==> src/gbp_pkg.sv <==
// ----------------------------------------------------------------------------
// gbp_pkg: shared types and constants for the Goertzel bin power block
// Command and status groups between controller and datapath, multiplier
// operand selects and configuration register indexes.
// ----------------------------------------------------------------------------
package gbp_pkg;

  localparam int unsigned Q_SHIFT   = 14;
  localparam int unsigned ACC_W     = 32;  // feedback word width
  localparam int unsigned COEF_W    = 16;
  localparam int unsigned BLEN_W    = 16;
  localparam int unsigned POWER_W   = 64;
  localparam int unsigned SCALED_W  = 34;  // (coef * s1) >> 14 at full width
  localparam int unsigned MUL_A_W   = SCALED_W;
  localparam int unsigned MUL_B_W   = ACC_W;
  localparam int unsigned PROD_W    = MUL_A_W + MUL_B_W;
  localparam int unsigned CFG_IDX_W = 1;

  // configuration register indexes
  localparam logic [CFG_IDX_W-1:0] REG_COEFFICIENT  = 1'b0;
  localparam logic [CFG_IDX_W-1:0] REG_BLOCK_LENGTH = 1'b1;

  // operand selects of the shared multiplier
  typedef logic [1:0] mul_sel_t;
  localparam mul_sel_t MUL_COEF_S1 = 2'd0;  // coefficient * s1
  localparam mul_sel_t MUL_S1_S1   = 2'd1;  // s1 * s1
  localparam mul_sel_t MUL_S2_S2   = 2'd2;  // s2 * s2
  localparam mul_sel_t MUL_CS1_S2  = 2'd3;  // scaled s1 * s2

  typedef struct packed {
    logic     accept;   // request taken this cycle
    logic     mul_en;   // load product register
    mul_sel_t mul_sel;
    logic     upd;      // recurrence step: s0, shift feedback, count
    logic     cs1_ld;   // capture scaled s1 from product
    logic     acc_ld;   // acc <= product
    logic     acc_add;  // acc <= acc + product
    logic     fin;      // result register <= acc - product, clear block state
  } gbp_cmd_t;

  typedef struct packed {
    logic block_done;   // count after this step reaches the block length
  } gbp_sts_t;

endpackage

==> src/gbp_dp.sv <==
// ----------------------------------------------------------------------------
// gbp_dp: Goertzel datapath
// Feedback registers, sample counter, configuration registers, one shared
// registered multiplier, accumulator and the result register.
// ----------------------------------------------------------------------------
module gbp_dp
  import gbp_pkg::*;
#(
  parameter int unsigned SAMPLE_WIDTH = 16
) (
  input  logic                    clk,
  input  logic                    rst_n,
  input  logic                    cfg_we,
  input  logic [CFG_IDX_W-1:0]    cfg_addr,
  input  logic [BLEN_W-1:0]       cfg_wdata,
  input  logic [SAMPLE_WIDTH-1:0] sample,
  input  logic                    restart,
  input  gbp_cmd_t                cmd,
  output gbp_sts_t                sts,
  output logic [POWER_W-1:0]      power
);

  logic signed [COEF_W-1:0]   coef_r;
  logic        [BLEN_W-1:0]   blen_r;
  logic signed [ACC_W-1:0]    x_r, s1_r, s2_r;
  logic signed [ACC_W-1:0]    s0;
  logic        [BLEN_W-1:0]   cnt_r, cnt_inc, limit;
  logic signed [SCALED_W-1:0] cs1_r;
  logic signed [MUL_A_W-1:0]  mul_a;
  logic signed [MUL_B_W-1:0]  mul_b;
  logic signed [PROD_W-1:0]   prod_r;
  logic        [POWER_W-1:0]  acc_r;
  logic        [POWER_W-1:0]  power_r;

  // configuration
  always_ff @(posedge clk) begin
    if (!rst_n) begin
      coef_r <= '0;
      blen_r <= BLEN_W'(64);
    end else if (cfg_we) begin
      unique case (cfg_addr)
        REG_COEFFICIENT:  coef_r <= cfg_wdata;
        REG_BLOCK_LENGTH: blen_r <= cfg_wdata;
        default: ;
      endcase
    end
  end

  // shared multiplier operand mux
  always_comb begin
    unique case (cmd.mul_sel)
      MUL_COEF_S1: begin
        mul_a = MUL_A_W'(coef_r);
        mul_b = s1_r;
      end
      MUL_S1_S1: begin
        mul_a = MUL_A_W'(s1_r);
        mul_b = s1_r;
      end
      MUL_S2_S2: begin
        mul_a = MUL_A_W'(s2_r);
        mul_b = s2_r;
      end
      default: begin
        mul_a = cs1_r;
        mul_b = s2_r;
      end
    endcase
  end

  always_ff @(posedge clk) begin
    if (cmd.mul_en) prod_r <= mul_a * mul_b;
  end

  // recurrence: shifted product truncated to 32 bits, sum wraps
  assign s0      = x_r + prod_r[Q_SHIFT +: ACC_W] - s2_r;
  assign cnt_inc = cnt_r + BLEN_W'(1);
  assign limit   = (blen_r == '0) ? BLEN_W'(1) : blen_r;
  assign sts.block_done = (cnt_inc >= limit);

  always_ff @(posedge clk) begin
    if (!rst_n) begin
      s1_r  <= '0;
      s2_r  <= '0;
      cnt_r <= '0;
    end else if (cmd.accept && restart) begin
      s1_r  <= '0;
      s2_r  <= '0;
      cnt_r <= '0;
    end else if (cmd.upd) begin
      s2_r  <= s1_r;
      s1_r  <= s0;
      cnt_r <= cnt_inc;
    end else if (cmd.fin) begin
      s1_r  <= '0;
      s2_r  <= '0;
      cnt_r <= '0;
    end
  end

  always_ff @(posedge clk) begin
    if (cmd.accept) x_r <= ACC_W'(signed'(sample));
    if (cmd.cs1_ld) cs1_r <= prod_r[Q_SHIFT +: SCALED_W];
    if (cmd.acc_ld) acc_r <= prod_r[POWER_W-1:0];
    else if (cmd.acc_add) acc_r <= acc_r + prod_r[POWER_W-1:0];
    if (cmd.fin) power_r <= acc_r - prod_r[POWER_W-1:0];
  end

  assign power = power_r;

endmodule

==> src/gbp_ctrl.sv <==
// ----------------------------------------------------------------------------
// gbp_ctrl: Goertzel sequencer
// Steps each sample through the shared multiplier, runs the end-of-block
// products and owns the result valid flag.
// ----------------------------------------------------------------------------
module gbp_ctrl
  import gbp_pkg::*;
(
  input  logic     clk,
  input  logic     rst_n,
  input  logic     in_valid,
  output logic     in_ready,
  output logic     out_valid,
  input  logic     out_ready,
  input  gbp_sts_t sts,
  output gbp_cmd_t cmd
);

  localparam logic [2:0] ST_IDLE  = 3'd0;
  localparam logic [2:0] ST_MULC  = 3'd1;
  localparam logic [2:0] ST_UPD   = 3'd2;
  localparam logic [2:0] ST_ENDC  = 3'd3;
  localparam logic [2:0] ST_SQ1   = 3'd4;
  localparam logic [2:0] ST_SQ2   = 3'd5;
  localparam logic [2:0] ST_CROSS = 3'd6;
  localparam logic [2:0] ST_FIN   = 3'd7;

  logic [2:0] state_r, state_nxt;
  logic       out_valid_r, out_valid_nxt;

  assign in_ready  = (state_r == ST_IDLE);
  assign out_valid = out_valid_r;

  always_comb begin
    state_nxt   = state_r;
    cmd         = '0;
    cmd.mul_sel = MUL_COEF_S1;
    unique case (state_r)
      ST_IDLE: begin
        if (in_valid) begin
          cmd.accept = 1'b1;
          state_nxt  = ST_MULC;
        end
      end
      ST_MULC: begin
        cmd.mul_en = 1'b1;
        state_nxt  = ST_UPD;
      end
      ST_UPD: begin
        cmd.upd   = 1'b1;
        state_nxt = sts.block_done ? ST_ENDC : ST_IDLE;
      end
      ST_ENDC: begin
        cmd.mul_en = 1'b1;
        state_nxt  = ST_SQ1;
      end
      ST_SQ1: begin
        cmd.cs1_ld  = 1'b1;
        cmd.mul_en  = 1'b1;
        cmd.mul_sel = MUL_S1_S1;
        state_nxt   = ST_SQ2;
      end
      ST_SQ2: begin
        cmd.acc_ld  = 1'b1;
        cmd.mul_en  = 1'b1;
        cmd.mul_sel = MUL_S2_S2;
        state_nxt   = ST_CROSS;
      end
      ST_CROSS: begin
        cmd.acc_add = 1'b1;
        cmd.mul_en  = 1'b1;
        cmd.mul_sel = MUL_CS1_S2;
        state_nxt   = ST_FIN;
      end
      ST_FIN: begin
        // hold until the result register is free
        if (!out_valid_r || out_ready) begin
          cmd.fin   = 1'b1;
          state_nxt = ST_IDLE;
        end
      end
      default: state_nxt = ST_IDLE;
    endcase
  end

  always_comb begin
    out_valid_nxt = out_valid_r;
    if (out_ready) out_valid_nxt = 1'b0;
    if (cmd.fin)   out_valid_nxt = 1'b1;
  end

  always_ff @(posedge clk) begin
    if (!rst_n) begin
      state_r     <= ST_IDLE;
      out_valid_r <= 1'b0;
    end else begin
      state_r     <= state_nxt;
      out_valid_r <= out_valid_nxt;
    end
  end

endmodule

==> src/goertzel_bin_power.sv <==
// ----------------------------------------------------------------------------
// goertzel_bin_power: single-bin Goertzel power detector, Q14 coefficient
//
// Input stream: one request per sample; in_tdata carries the sample in its
// low SAMPLE_WIDTH bits, in_tuser the restart flag, which drops any partial
// block before the sample is used. After block_length samples the block
// puts the 64-bit squared magnitude on the output stream and starts a
// fresh block.
// Steps: a sample that does not close a block passes through accept,
// multiply and update. A closing sample then goes on: the one shared
// 34x32 multiplier computes coefficient*s1, then s1*s1, s2*s2 and the
// cross term in turn, and the result is registered once the output
// register is free.
// Stalls: the result sits in an output register; new samples are taken
// while it waits. Only the next block end waits for out_tready.
// Configuration: cfg_we/cfg_addr/cfg_wdata write coefficient (index 0)
// and block_length (index 1, zero acts as one); write only while idle.
// Reset (rst_n low, synchronous): feedback and count cleared, coefficient
// 0, block_length 64, no result pending.
// ----------------------------------------------------------------------------
module goertzel_bin_power
  import gbp_pkg::*;
#(
  parameter int unsigned SAMPLE_WIDTH = 16
) (
  input  logic                           clk,
  input  logic                           rst_n,
  input  logic                           cfg_we,
  input  logic [CFG_IDX_W-1:0]           cfg_addr,
  input  logic [BLEN_W-1:0]              cfg_wdata,
  input  logic                           in_tvalid,
  output logic                           in_tready,
  input  logic [((SAMPLE_WIDTH+7)/8)*8-1:0] in_tdata,  // sample
  input  logic                           in_tuser,     // restart
  output logic                           out_tvalid,
  input  logic                           out_tready,
  output logic [POWER_W-1:0]             out_tdata     // power
);

  gbp_cmd_t cmd;
  gbp_sts_t sts;

  gbp_ctrl u_ctrl (
    .clk       (clk),
    .rst_n     (rst_n),
    .in_valid  (in_tvalid),
    .in_ready  (in_tready),
    .out_valid (out_tvalid),
    .out_ready (out_tready),
    .sts       (sts),
    .cmd       (cmd)
  );

  gbp_dp #(
    .SAMPLE_WIDTH (SAMPLE_WIDTH)
  ) u_dp (
    .clk       (clk),
    .rst_n     (rst_n),
    .cfg_we    (cfg_we),
    .cfg_addr  (cfg_addr),
    .cfg_wdata (cfg_wdata),
    .sample    (in_tdata[SAMPLE_WIDTH-1:0]),
    .restart   (in_tuser),
    .cmd       (cmd),
    .sts       (sts),
    .power     (out_tdata)
  );

endmodule
==> config.mk <==
export PLATFORM = sky130hd
export DESIGN_NAME = goertzel_bin_power
export DESIGN_NICKNAME = d
export VERILOG_FILES = /design/src/gbp_pkg.sv /design/src/gbp_dp.sv /design/src/gbp_ctrl.sv /design/src/goertzel_bin_power.sv
export SDC_FILE = /design/constraint.sdc
export NUM_CORES = 2
export LEC_CHECK = 0
export BUFFER_PORTS_ARGS = -buffer_cell sky130_fd_sc_hd__buf_2
export CAP_MARGIN = 5
export CORE_MARGIN = 2
export CORE_UTILIZATION = 34
export DETAILED_ROUTE_END_ITERATION = 8
export GPL_ROUTABILITY_DRIVEN = 1
export PLACE_DENSITY_LB_ADDON = 0.15
export SYNTH_ARGS = -nofsm -noshare
export SYNTH_HDL_FRONTEND = slang
export SYNTH_HIERARCHICAL = 1
export SYNTH_SLANG_ARGS = --single-unit
==> constraint.sdc <==
create_clock -name clk -period 25.5 [get_ports clk]
set_clock_uncertainty 0.1 [all_clocks]
set_input_delay 7.65 -clock clk [delete_from_list [all_inputs] [get_ports clk]]
set_output_delay 7.65 -clock clk [all_outputs]
set_load 0.005 [all_outputs]
Word level (Yosys, flattened, before mapping)
Index checks and enable logic that the tools add are counted.
{ "op_classes": {"n_addsub": 5, "n_eq_ne": 11, "mux": 26, "multipliers": 1, "magnitude_cmp": 1, "bitwise": 2, "n_reduce_logical": 15} }
{ "op_table": {"columns": ["operator", "n"], "rows": [
  ["32-bit 2-to-1 mux", 4],
  ["64-bit 2-to-1 mux", 2],
  ["34-bit case mux with 3 select lines", 1],
  ["64-bit adder", 1],
  ["34-bit by 32-bit multiplier with 64-bit output", 1],
  ["64-bit subtractor", 1],
  ["16-bit 2-to-1 mux", 3],
  ["32-bit adder", 1],
  ["32-bit subtractor", 1],
  ["3-bit case mux with 8 select lines", 1],
  ["16-bit by 1-bit adder with 16-bit output (second input constant)", 1],
  ["16-bit >= comparator", 1],
  ["16-bit logical NOT", 1],
  ["3-bit equality test (second input constant)", 4],
  ["1-bit 2-to-1 mux", 11],
  ["3-bit by 2-bit equality test with 1-bit output (second input constant)", 2],
  ["3-bit 2-to-1 mux", 2],
  ["2-bit case mux with 3 select lines", 1],
  ["2-bit AND reduction", 3],
  ["2-bit nonzero test", 3],
  ["5-bit OR reduction", 1],
  ["2-bit OR reduction", 2],
  ["3-bit by 1-bit equality test with 1-bit output (second input constant)", 1],
  ["3-bit logical NOT", 1],
  ["10 further kinds", 11]
]} }
{ "word_totals": {"wordCells": 73, "regBits": 358, "inputBits": 39, "out_inout_bits": 66} }

Logic depth before layout (Yosys ltp)
{ "logic_depth": {"depth_word": 6, "mapped_depth": 39, "depth_no_buf": 34} }

Hierarchy
The synthesis kept the hierarchy.
{ "modules_own_cells": {"columns": ["mod", "instances", "cells_per_inst", "area_per_inst_um2", "seq_area_each_um2"], "rows": [
  ["gbp_dp", 1, 6567, 59915.0, 9509.1],
  ["gbp_ctrl", 1, 33, 275.3, 80.1]
]} }

Least setup slack after synthesis
OpenSTA, ideal clock, no wires.
{ "synth_timing": {"path_kind": "register to register", "start": "reg u_ctrl.state_r[2]", "end": "reg u_dp.prod_r[63] (data pin)", "setup_time_ps": 260, "path_stages_with_launch": 36, "setup_slack_ps": 15772, "path_buffers": 6, "t_required_ps": 25140, "arrival_ps": 9369, "synth_period_minus_slack_ps": 9728, "cell_sequence": "dfxtp_1 -> buf_6 -> inv_1 -> nor2_1 -> clkbuf_1 -> clkbuf_1 -> buf_1 -> nand2_1 -> a31oi_1 -> clkbuf_1 -> nand2_1 -> fa_1 -> inv_1 -> fa_1 -> fa_1 -> inv_1 -> fa_1 -> inv_1 -> fa_1 -> fa_1 -> inv_1 -> fa_1 -> fa_1 -> inv_1 -> ha_1 -> clkbuf_1 -> nand2_1 -> o21ai_0 -> a21oi_1 -> o21a_1 -> or4b_2 -> a31o_2 -> a31oi_1 -> o41ai_1 -> o21ai_0 -> xnor2_1"} }
{ "synth_lines": {"columns": ["element", "line", "text"], "rows": [
  ["from (decl)", "gbp_ctrl.sv:28", "logic [2:0] state_r, state_nxt;"],
  ["from (signal assigned)", "gbp_ctrl.sv:97", "state_r <= state_nxt;"],
  ["to (signal assigned)", "gbp_dp.sv:72", "if (cmd.mul_en) prod_r <= mul_a * mul_b;"],
  ["to (decl)", "gbp_dp.sv:31", "logic signed [PROD_W-1:0] prod_r;"]
]} }

==> metrics.md <==
| Metric | Value |
|---|---|
| Cell type with the highest aggregate area in the netlist | `fa_1` |
| GR Layer Usage met3 | `about 2.3%` |
| Die area | `about 0.18 sq mm` |
| Post-Route Utilization | `~37%` |
| RSZ-0062 raised after global routing | `no` |
| Top Usage Layer GRT | `met2` |
| Post-synthesis cell type count | `around 90` |
| First-pass GRT wire length | `roughly 320000 um` |
| Postcts setup bufs | `0` |
| Final period util | `50.5%` |
| Worst-Skew Late Latency | `about 0.63 ns` |
| Mean routed wirelength per cell | `23.7 um` |
| GRT met1 Usage | `32.6%` |
| Yosys reg bits | `358` |
| Core area | `between 0.15 and 0.2 sq mm` |
| DIE HEIGHT | `between 400 and 500 um` |
| Vias/cell | `roughly 5.2` |
| Io pins | `between 100 and 150` |
| Antenna violations before repair | `6` |
| Cell Count, Final, Fillers Out | `approximately 8900` |
| Detail Placement HPWL | `163000 um` |
| CTS tree | `built` |
| CTS max path bufs | `3` |
| Synth area leaders | `fa_1 38%, edfxtp_1 12%, inv_1 7.7%` |
| Max-slew headroom | `7.99%` |
| Synthesis-to-finish area growth | `7.98%` |
| Overall Global Routing Usage | `roughly a quarter` |
| Gr ovfl total | `0` |
| Cts repair resizes | `0` |
| Worst Path Required | `approximately 26 ns` |
| Max-Cap Viols | `0` |
| Setup violations, final | `0` |
| Clk root buf | `clkbuf_16` |
| # H-tree levels | `2` |
| WL final | `approximately 210000 um` |
| 1st-pass router iterations | `6` |
| Sequential element share of the synthesized area | `15.9%` |
| Layout Nets | `8112` |
| Slowest CP cell | `buf_4` |
| Outcome | `finished, final reports clean` |
| Post-Synthesis Cells | `between 6000 and 7000` |
| Placer Congestion | `between 0.8 and 0.9` |
| Post-Synthesis Cell Area | `between 0.06 and 0.07 sq mm` |
| Pin count of the biggest net entering global routing | `slightly above 90` |
| Largest stage delay, worst path | `slightly below 0.9 ns` |
| Most frequent cells in the layout | `1231 x inv_1, 1155 x fa_1, 802 x nand2_1, 765 x nor2_1, 360 x ha_1` |
| Setup_tns | `0 ns` |
| P per Cell Area | `approximately 31 mW/mm^2` |
| Detail Route Antenna Nets | `0` |
| Asr flop ratio synth | `0%` |
| Critical path data arrival time | `approximately 13 ns` |
| Syn Area/Cell | `9.12 sq um` |
| Residual DRC count | `0` |
| Fmax | `0.0777 GHz` |
| CTS Buf Count | `40` |
| Final Hold Violating Endpoints | `0` |
| Ys flop type | `edfxtp_1` |
| Leakage | `between 20 and 30 nW` |
| Yosys top cell area share | `between 30 and 40%` |
| WS Path Type | `register to register` |
| Crit start category | `register` |
| Fin crit period | `about 13 ns` |
| Worst Hold Class | `register to register` |
| Vias post-DR | `between 40000 and 50000` |
| Layout cells sized above 1 | `6.39%` |
| Tot Pwr | `2.02 mW` |
| Peak VDD IR | `0.0467 mV` |
| Clock slew at reported path FFs | `approximately 0.060 ns` |
| M2 GR Usage | `38.9%` |
| I/O Buffers | `between 100 and 150` |
| Initial core utilization | `approximately 34%` |
| CTS sink cnt | `358` |
| Post-synth EDFFs | `about 240` |
| Die W | `between 400 and 500 um` |
| Most used cell along the critical path | `fa_1` |
| Worst Path Max Fanout | `between 70 and 80` |
| DRT iter0 DRCs | `3709` |
| Dpl cells | `8856` |
| Vias in the first global route | `around 48000` |
| Worst-Margin Slew | `between 1 and 1.5 ns` |
| Syn nets | `a little over 8000` |
| Cts-stage hold buffer count | `0` |
| Commonest non-fill, non-tap cell in the layout | `inv_1` |
| Pins Over Slew Limit | `0` |
| Yosys Warn Count | `6` |
| Critical Path Sink Type | `register` |
| Std-Cell Rows | `154` |
-- registers in the layout, summed over array words and instances (netlist names) --
signal,flops
u_ctrl/out_valid,1
u_ctrl/state_r,3
u_dp/acc_r,64
u_dp/blen_r,16
u_dp/cnt_r,16
u_dp/coef_r,16
u_dp/cs1_r,34
u_dp/power,64
u_dp/prod_r,64
u_dp/s1_r,32
u_dp/s2_r,32
u_dp/x_r,16
-- metrics by stage --
| step | setup WS, ns | instance area, sq um | hold slack [ns] |
|---|---|---|---|
| after floorplan | 15.77 | 60200 | 0.341 |
| after global placement | 12.69 | 63600 | 0.359 |
| after detailed placement | 12.55 | 63600 | 0.370 |
| after CTS | 12.48 | 65000 | 0.379 |
| after global routing | 12.14 | 65000 | 0.412 |
| final | 12.63 | 65000 | 0.374 |
-- Yosys cell counts (24+ instances only) --
library cell  count
ha_1            360
a21boi_0         41
edfxtp_1        242
nor4_1           24
o21bai_1         55
mux2i_1          54
nand2_1         803
nor2b_1          49
nor3_1           64
nand3_1          40
a21oi_1         329
xnor2_1         173
a31oi_1          24
xor2_1           59
and2_1           27
mux2_2           57
nor3b_1          69
fa_1           1155
nor2_1          766
nand2b_1         30
a21o_1           84
nand4_1          26
o21ai_0         148
dfxtp_1         116
o21a_1           41
clkbuf_1        266
inv_1          1231
-- layer usage --
metal | wire, um | up-vias
li1 | - | 20400
met5 | 0 | -
met1 | 92700 | 23900
met4 | 7030 | 0
met2 | 98900 | 1559
met3 | 12600 | 271
-- where the power goes --
| group | internal, mW | switching (mW) |
|---|---|---|
| Clock | 0.353 | 0.281 |
| Combinational | 0.240 | 0.465 |
| Sequential | 0.653 | 0.0305 |
-- area by class of cell --
class                           count  area [sq um]
Antenna cell                        1          2.50
Timing Repair Buffer              224          1420
Clock inverter                     27           363
Multi-Input combinational cell   4699         45000
Tap cell                         2340          2930
Clock buffer                       47          1050
Inverter                         1235          4640
Fill cell                       18200        111000
Sequential cell                   358          9590
-- cells by family after synthesis --
group	share of synthesized area, %
compound gates	9.15
mux	2.04
simple gates	13.9
flops	15.9
buf+inv	9.72
fa+ha+maj	45.9
xor+xnor	3.38
-- worst paths after layout --
path / startpoint / endpoint / slack, ns / cells past startpoint
max: u_ctrl/state_r[2] / u_dp/prod_r[54] / 12.63 / 31
min: u_dp/coef_r[15] / u_dp/coef_r[15] / 0.37 / 2
max reg2reg: u_ctrl/state_r[2] / u_dp/prod_r[54] / 12.63 / 31
min reg2reg: u_dp/coef_r[15] / u_dp/coef_r[15] / 0.37 / 2
-- worst max-delay path: cells and delay by family (launching register included) --
family | cells | cell delay (ns)
compound gates | 5 | 1.63
xor+xnor | 1 | 0.10
fa+ha+maj | 9 | 4.51
buf+inv | 7 | 2.20
flops | 1 | 0.50
mux | 1 | 0.87
simple gates | 8 | 2.64
No activity file was read; power rests on OpenSTA's default activity.
